===== src/rtl/core/iet_pkg.sv =====
package iet_pkg;

    localparam int IN_TDATA_W  = 48;
    localparam int IN_TUSER_W  = 2;
    localparam int OUT_TDATA_W = 8;
    localparam int CFG_INDEX_W = 2;
    localparam int CFG_DATA_W  = 16;

    localparam logic [1:0] CMD_BUTTON = 2'd0;
    localparam logic [1:0] CMD_KEY    = 2'd1;
    localparam logic [1:0] CMD_FRAME  = 2'd2;
    localparam logic [1:0] CMD_QUERY  = 2'd3;

    localparam logic [CFG_INDEX_W-1:0] CFG_CAPTURE   = 2'd0;
    localparam logic [CFG_INDEX_W-1:0] CFG_DC_FRAMES = 2'd1;
    localparam logic [CFG_INDEX_W-1:0] CFG_DC_RADIUS = 2'd2;

    localparam logic [7:0]  DC_FRAMES_RST   = 8'd30;
    localparam logic [15:0] DC_RADIUS_RST   = 16'd36;
    localparam logic [31:0] PRESS_FRAME_RST = 32'hFFFF_FC18;

    typedef struct packed {
        logic key_evt;
        logic frame;
        logic down;
    } t_key_upd;

    typedef struct packed {
        logic pressed;
        logic held;
    } t_key_stat;

    typedef struct packed {
        logic        level;
        logic        press_seen;
        logic [31:0] press_frame;
    } t_key_entry;

    typedef struct packed {
        logic btn_evt;
        logic frame;
        logic down;
    } t_btn_upd;

    typedef struct packed {
        logic down;
        logic clicked;
        logic released;
        logic dbl;
    } t_btn_stat;

endpackage


===== src/rtl/core/iet_buttons.sv =====
module iet_buttons #(
    parameter int BUTTON_COUNT = 3
) (
    input  logic               i_clk,
    input  logic               i_rst_n,
    input  logic [1:0]         i_button,
    input  logic signed [15:0] i_px,
    input  logic signed [15:0] i_py,
    input  iet_pkg::t_btn_upd  i_upd,
    input  logic               i_commit,
    input  logic               i_capture,
    input  logic [7:0]         i_dc_frames,
    input  logic [15:0]        i_dc_radius,
    output iet_pkg::t_btn_stat o_stat
);
    import iet_pkg::*;

    logic [BUTTON_COUNT-1:0] r_now;
    logic [BUTTON_COUNT-1:0] r_prev;
    logic [31:0]             r_frame_cnt;
    logic [31:0]             r_press_frame;
    logic [15:0]             r_press_x;
    logic [15:0]             r_press_y;
    logic                    r_dbl;

    logic [BUTTON_COUNT-1:0] n_now;
    logic [BUTTON_COUNT-1:0] n_prev;
    logic                    n_dbl;
    logic [BUTTON_COUNT-1:0] mask;
    logic [BUTTON_COUNT-1:0] now_sh;
    logic [BUTTON_COUNT-1:0] prev_sh;
    logic                    btn_ok;
    logic                    left_press;
    logic signed [16:0]      dx;
    logic signed [16:0]      dy;
    logic [16:0]             adx;
    logic [16:0]             ady;
    logic                    far;
    logic [15:0]             sq_x;
    logic [15:0]             sq_y;
    logic [16:0]             dist_sq;
    logic [31:0]             gap;
    logic                    hit;
    logic                    now_bit;
    logic                    prev_bit;

    assign btn_ok     = ({6'd0, i_button} < 8'(BUTTON_COUNT));
    assign mask       = BUTTON_COUNT'(1) << i_button;
    assign left_press = i_upd.btn_evt & i_upd.down & (i_button == 2'd0);

    // any axis at 256 or more already exceeds the largest radius
    always_comb begin
        dx      = {i_px[15], i_px} - {r_press_x[15], r_press_x};
        dy      = {i_py[15], i_py} - {r_press_y[15], r_press_y};
        adx     = dx[16] ? 17'(-dx) : 17'(dx);
        ady     = dy[16] ? 17'(-dy) : 17'(dy);
        far     = (|adx[16:8]) | (|ady[16:8]);
        sq_x    = {8'd0, adx[7:0]} * {8'd0, adx[7:0]};
        sq_y    = {8'd0, ady[7:0]} * {8'd0, ady[7:0]};
        dist_sq = {1'b0, sq_x} + {1'b0, sq_y};
        gap     = r_frame_cnt - r_press_frame;
        hit     = (gap <= {24'd0, i_dc_frames}) && !far && (dist_sq < {1'b0, i_dc_radius});
    end

    always_comb begin
        n_now = r_now;
        if (i_upd.btn_evt && btn_ok) begin
            n_now = i_upd.down ? (r_now | mask) : (r_now & ~mask);
        end
        n_prev = i_upd.frame ? r_now : r_prev;
        if (i_upd.frame) begin
            n_dbl = 1'b0;
        end else if (left_press) begin
            n_dbl = hit;
        end else begin
            n_dbl = r_dbl;
        end
    end

    assign now_sh   = n_now >> i_button;
    assign prev_sh  = n_prev >> i_button;
    assign now_bit  = btn_ok & ~i_capture & now_sh[0];
    assign prev_bit = btn_ok & ~i_capture & prev_sh[0];

    always_comb begin
        o_stat.down     = now_bit;
        o_stat.clicked  = now_bit & ~prev_bit;
        o_stat.released = prev_bit & ~now_bit;
        o_stat.dbl      = n_dbl;
    end

    always_ff @(posedge i_clk) begin
        if (!i_rst_n) begin
            r_now         <= '0;
            r_prev        <= '0;
            r_frame_cnt   <= '0;
            r_press_frame <= PRESS_FRAME_RST;
            r_press_x     <= '0;
            r_press_y     <= '0;
            r_dbl         <= 1'b0;
        end else if (i_commit) begin
            r_now  <= n_now;
            r_prev <= n_prev;
            r_dbl  <= n_dbl;
            if (i_upd.frame) begin
                r_frame_cnt <= r_frame_cnt + 32'd1;
            end
            if (left_press) begin
                r_press_frame <= r_frame_cnt;
                r_press_x     <= i_px;
                r_press_y     <= i_py;
            end
        end
    end

endmodule


===== config.mk =====
export PLATFORM = sky130hd
export DESIGN_NAME = iet_buttons
export DESIGN_NICKNAME = d
export VERILOG_FILES = /design/src/rtl/core/iet_pkg.sv /design/src/rtl/core/iet_buttons.sv
export SDC_FILE = /design/constraint.sdc
export NUM_CORES = 1
export LEC_CHECK = 0
export BUFFER_PORTS_ARGS = -buffer_cell sky130_fd_sc_hd__buf_2
export CORE_ASPECT_RATIO = 1.1
export CORE_UTILIZATION = 55
export CTS_CLUSTER_SIZE = 24
export DETAILED_ROUTE_END_ITERATION = 7
export PLACE_DENSITY = 0.76
export SETUP_SLACK_MARGIN = 0.15
export SLEW_MARGIN = 20
export SYNTH_ARGS = -nofsm -noshare
export SYNTH_HDL_FRONTEND = slang
export SYNTH_SLANG_ARGS = --single-unit

===== constraint.sdc =====
create_clock -name i_clk -period 27.9 [get_ports i_clk]
set_input_delay 2.79 -clock i_clk [delete_from_list [all_inputs] [get_ports i_clk]]
set_output_delay 2.79 -clock i_clk [all_outputs]
set_load 0.02 [all_outputs]

Word-level counts from Yosys, hierarchy flattened
Cells that the tools add are included.

cells by class
  bitwise logic cells = 14
  multiply operators = 2
  mux-type cells = 7
  add/subtract/negate cells = 7
  $lt $le $gt $ge = 3
  reduce and logical (&&, ||, !) cells = 9
  shifts and indexed selects = 3

operators with widths
  operator                                           number
  two-way mux 17 bit                                 2
  negation 17 bit                                    2
  subtractor 16 x 16 -> 17 bit                       2
  adder 32 x 1 -> 32 bit, second input constant      1
  <= comparator 32 x 8 -> 1 bit                      1
  multiplier 8 x 8 -> 16 bit                         2
  subtractor 32 bit                                  1
  OR reduction 9 bit                                 2
  adder 16 x 16 -> 17 bit                            1
  less-than comparator 17 x 16 -> 1 bit              1
  two-way mux 3 bit                                  3
  bitwise AND 1 bit                                  7
  right shift 3 x 2 -> 1 bit                         2
  AND reduction 2 bit                                2
  bitwise AND 3 bit                                  1
  logical AND 1 bit                                  3
  inverter 1 bit                                     3
  inverter 3 bit                                     1
  OR 3 bit                                           1
  << shifter 1 x 2 -> 3 bit, first input constant    1
  logical NOT 2 bit                                  1
  less-than comparator 2 bit, second input constant  1
  two-way mux 1 bit                                  2
  logical NOT 1 bit                                  1
  OR 1 bit                                           1

storage, ports and cells
  input bits = 65
  register bits = 103
  output and inout bits = 4

Depth between registers and ports, before layout
  depth after elaboration = 10
  mapped depth = 47
  mapped depth without buffers = 45

Least setup slack after synthesis
OpenSTA, ideal clock, no wires.

  path type = in2out
  start = input i_px[0]
  end = output o_stat[0] (netlist name)
  arrival = 12.115 ns
  cell stages on the path = 45
  required time = 25.110 ns
  slack = 12.995 ns
  path through = inv_1 > ha_1 > inv_1 > fa_1 > a21o_1 > nand4_1 > a31oi_2 > a311o_1 > and2_1 > clkbuf_1 > a31oi_1 > xnor2_1 > nand2b_1 > inv_1 > fa_1 > inv_1 > fa_1 > fa_1 > [9 not listed] > o21ai_0 > a21boi_0 > o21ai_0 > a21boi_0 > o21ai_0 > a21oi_1 > xor2_1 > ha_1 > nand3_1 > a21oi_1 > a2111oi_2 > and3_1 > nand4_1 > or4_1 > nor4_1 > nand3_1 > o21ai_1 > buf_4

on the way
  longest elaborated chain between the ends = 10
  elaborated cells on any way between the ends = 13
  those cells by class = add/sub: 3; mul: 1; order compare: 1; mux: 3; bitwise: 1; reduce/logical: 4

ends and longest elaborated chain
  element                                                                          RTL line           RTL
  from (decl)                                                                      iet_buttons.sv:7   input logic signed [15:0] i_px,
  subtractor 16 x 16 -> 17 bit *                                                   iet_buttons.sv:53  dx = {i_px[15], i_px} - {r_press_x[15], r_press_x};
  negation 17 bit                                                                  iet_buttons.sv:55  adx = dx[16] ? 17'(-dx) : 17'(dx);
  two-way mux 17 bit *                                                             iet_buttons.sv:55
  parallel branches: the longest is 4 deep, another holds adder 16 x 16 -> 17 bit  --
  logical AND 1 bit *                                                              iet_buttons.sv:62  hit = (gap <= {24'd0, i_dc_frames}) && !far && (dist_sq < {1'b0, i_dc_radius});
  two-way mux 1 bit *                                                              iet_buttons.sv:73  end else if (left_press) begin
  two-way mux 1 bit *                                                              iet_buttons.sv:71  if (i_upd.frame) begin
  to (decl)                                                                        iet_buttons.sv:14  output iet_pkg::t_btn_stat o_stat

Every way passes the cells marked *.

==> key figures <==
Worst setup path
  • CP arrival: 13770 ps
  • CP Launch Type: input port
  • FF-to-FF path depth: 38
  • Critical Path End Type: output pin
  • R2R setup slack: 16750 ps
  • Critical Path Most Common Cell: fa_1
  • Slowest CP cell: o21ai_1
  • CP Max Fanout: 14
  • Worst path max stage delay: 720 ps
  • WP data required: 25110 ps
  • WS Path Type: input port to output pin

Layout
  • Post-Layout Cell Count: 2047
  • Area grow syn2layout: 5.754%
  • Diodes inserted: 0
  • Final net count: 2024
  • Layout cells sized above 1: 7.118%
  • Final core occ: 58.99%

Worst hold path
  • Hold Crit Class: flop to flop
  • Worst hold stages: 2

Job
  • Maxcap violations: 0

Drt
  • DRT Pass-1 Iters: 6
  • Wirelength per Cell: 15.33 um
  • # DRC: 0
  • Post-Route WL: 31.38 mm
  • Routed Antenna Nets: 0
  • Total vias in the final route: 11817
  • DR vias/cell: 5.773
  • DRT iter0 DRCs: 672

Place
  • # port buffers: 68
  • GPL Wtd Cong: 0.9576
  • Cells after DPL: 2031
  • Final HPWL DP: 25.19 mm

Clock network
  • Clock buffer depth: 2
  • H-tree depth: 3
  • Cts repair resizes: 0
  • CTS sink count: 103
  • Clock-pin slew on the worst setup and hold paths: 70 ps
  • CTS Buf Count: 9
  • Worst-skew pair later-pin latency: 370 ps
  • CTS tree: done
  • Cts hold-fix bufs: 0
  • Clk root buf: clkbuf_16
  • Postcts setup bufs: 0

Synth
  • FFs w/ async S/R, synth: 0%
  • Post-synth cell types: 85
  • Synth top area share: 15.65%
  • FF+latch count, synth: 103
  • Sequential area share after synthesis: 15.65%
  • Synthesized area per cell: 7.653 um^2
  • Mapped cell area: 0.01318 mm^2
  • Synth warn: 0
  • Synth Flop Type: dfxtp_1
  • Area contributors post-synth: dfxtp_1 (16%), ha_1 (14%), fa_1 (12%), inv_1 (6.8%), nand2_1 (6.3%)
  • Syn_nets: 2009
  • Commonest cells post-synth: inv_1 (238), nand2_1 (222), ha_1 (143)
  • Synthesized instance count: 1722
  • Dominant cell by count in the synthesized netlist: inv_1
  • EDFF count, synth: 0
  • Top cell type by total area after synthesis: dfxtp_1

STA
  • Final worst path period share: 59.36%
  • Final hold viol count: 0
  • Max frequency: 60.38 MHz
  • Setup Skew: 12.53 ps
  • Least-Margin Pin Slew: 916.4 ps
  • RSZ-0062 raised after global routing: false
  • TNS Setup: 0 ps
  • Setup violators final: 0
  • Slew Viols, Final: 0
  • Rel. slew slack: 38.50%
  • Fin crit period: 16560 ps

Global routing
  • GR Util met3: 3.306%
  • GRT busiest layer: met2
  • Grt met2 use: 47.79%
  • Antenna violations before repair: 1
  • First-pass GRT wire length: 52.54 mm
  • Overflow after GRT: 0
  • Met1 Use GR: 31.61%
  • Vias in the first global route: 11200
  • Largest net degree at the start of global routing: 105
  • All-Layer GR Usage: 26.38%

Die
  • Site Rows: 59
  • Core area: 0.02362 mm^2
  • Die area: 0.02458 mm^2
  • Die width: 149.6 um
  • Io pins: 69
  • Initial Utilization: 55.78%
  • Die Y: 164.3 um

Run status
  • Status: finished, final reports clean
worst max-delay path, delay by kind of cell:
kind / cells / cell delay (ps)
adder cells (fa/ha/maj): 10 / 4060
XOR/XNOR: 2 / 830
buffers and inverters: 5 / 430
AND/OR/NAND/NOR: 10 / 2060
AO/OA/AOI/OAI: 14 / 3620
flip-flops by register name, summed over array words and instances, names as in the netlist:
| signal | cells |
|---|---|
| r_press_y | 16 |
| r_frame_cnt | 32 |
| r_dbl | 1 |
| r_prev | 3 |
| r_now | 3 |
| r_press_x | 16 |
| r_press_frame | 32 |
cells in the final DEF (no fill, tap or decap), drive strengths merged, types with 44 or more instances in the layout:
cell / count
ha: 143
xnor2: 64
nand2: 222
a21oi: 87
o21ai: 62
nand3: 51
fa: 79
nor2: 110
dfxtp: 103
inv: 242
buf: 72
o211ai: 44
a21boi: 55
metal layers:
layer / share of wire, % / wire length (um)
met1: 43 / 13540
met2: 51 / 15930
met3: 3.2 / 1018
met4: 2.8 / 889
met5: 0.035 / 11
path summary, 6_finish.rpt:
| kind | start | endpoint |
|---|---|---|
| setup / recovery | i_py[0] | o_stat[0] |
| hold / removal | r_press_x[15] | r_press_x[15] |
| setup reg to reg | r_press_y[0] | r_dbl |
| hold reg to reg | r_press_x[15] | r_press_x[15] |
metrics by stage:
stage          hold slack, ps  area, um^2  worst slack (ps)
2_1_floorplan           441.0       13180             12990
3_3_place_gp            452.3       13630             11880
3_5_place_dp            459.8       13630             11560
4_1_cts                 470.6       13930             11530
5_1_grt                 485.3       13940             10660
6_report                468.0       13940             11340
cell type report:
class	instances	area, um^2
Multi-Input combinational cell	1313	9931
Clock buffer	9	225.2
Inverter	238	893.4
Timing Repair Buffer	72	370.4
Clock inverter	7	72.57
Tap cell	305	381.6
Sequential cell	103	2062
Fill cell	2179	9687
cells by family after synthesis:
kind of cell	count (synthesis)	synth area share (%)
adders and majority gates	222	25.58
buffers and inverters	306	9.049
muxes	9	0.7216
xor gates and xnor gates	95	6.371
DFF	103	15.65
AOI/OAI and AO/OA	404	21.61
and+or+nand+nor	583	21.02
Power is not shown: default switching activity piles up to over one toggle a cycle in this logic, so the estimate is an artifact.
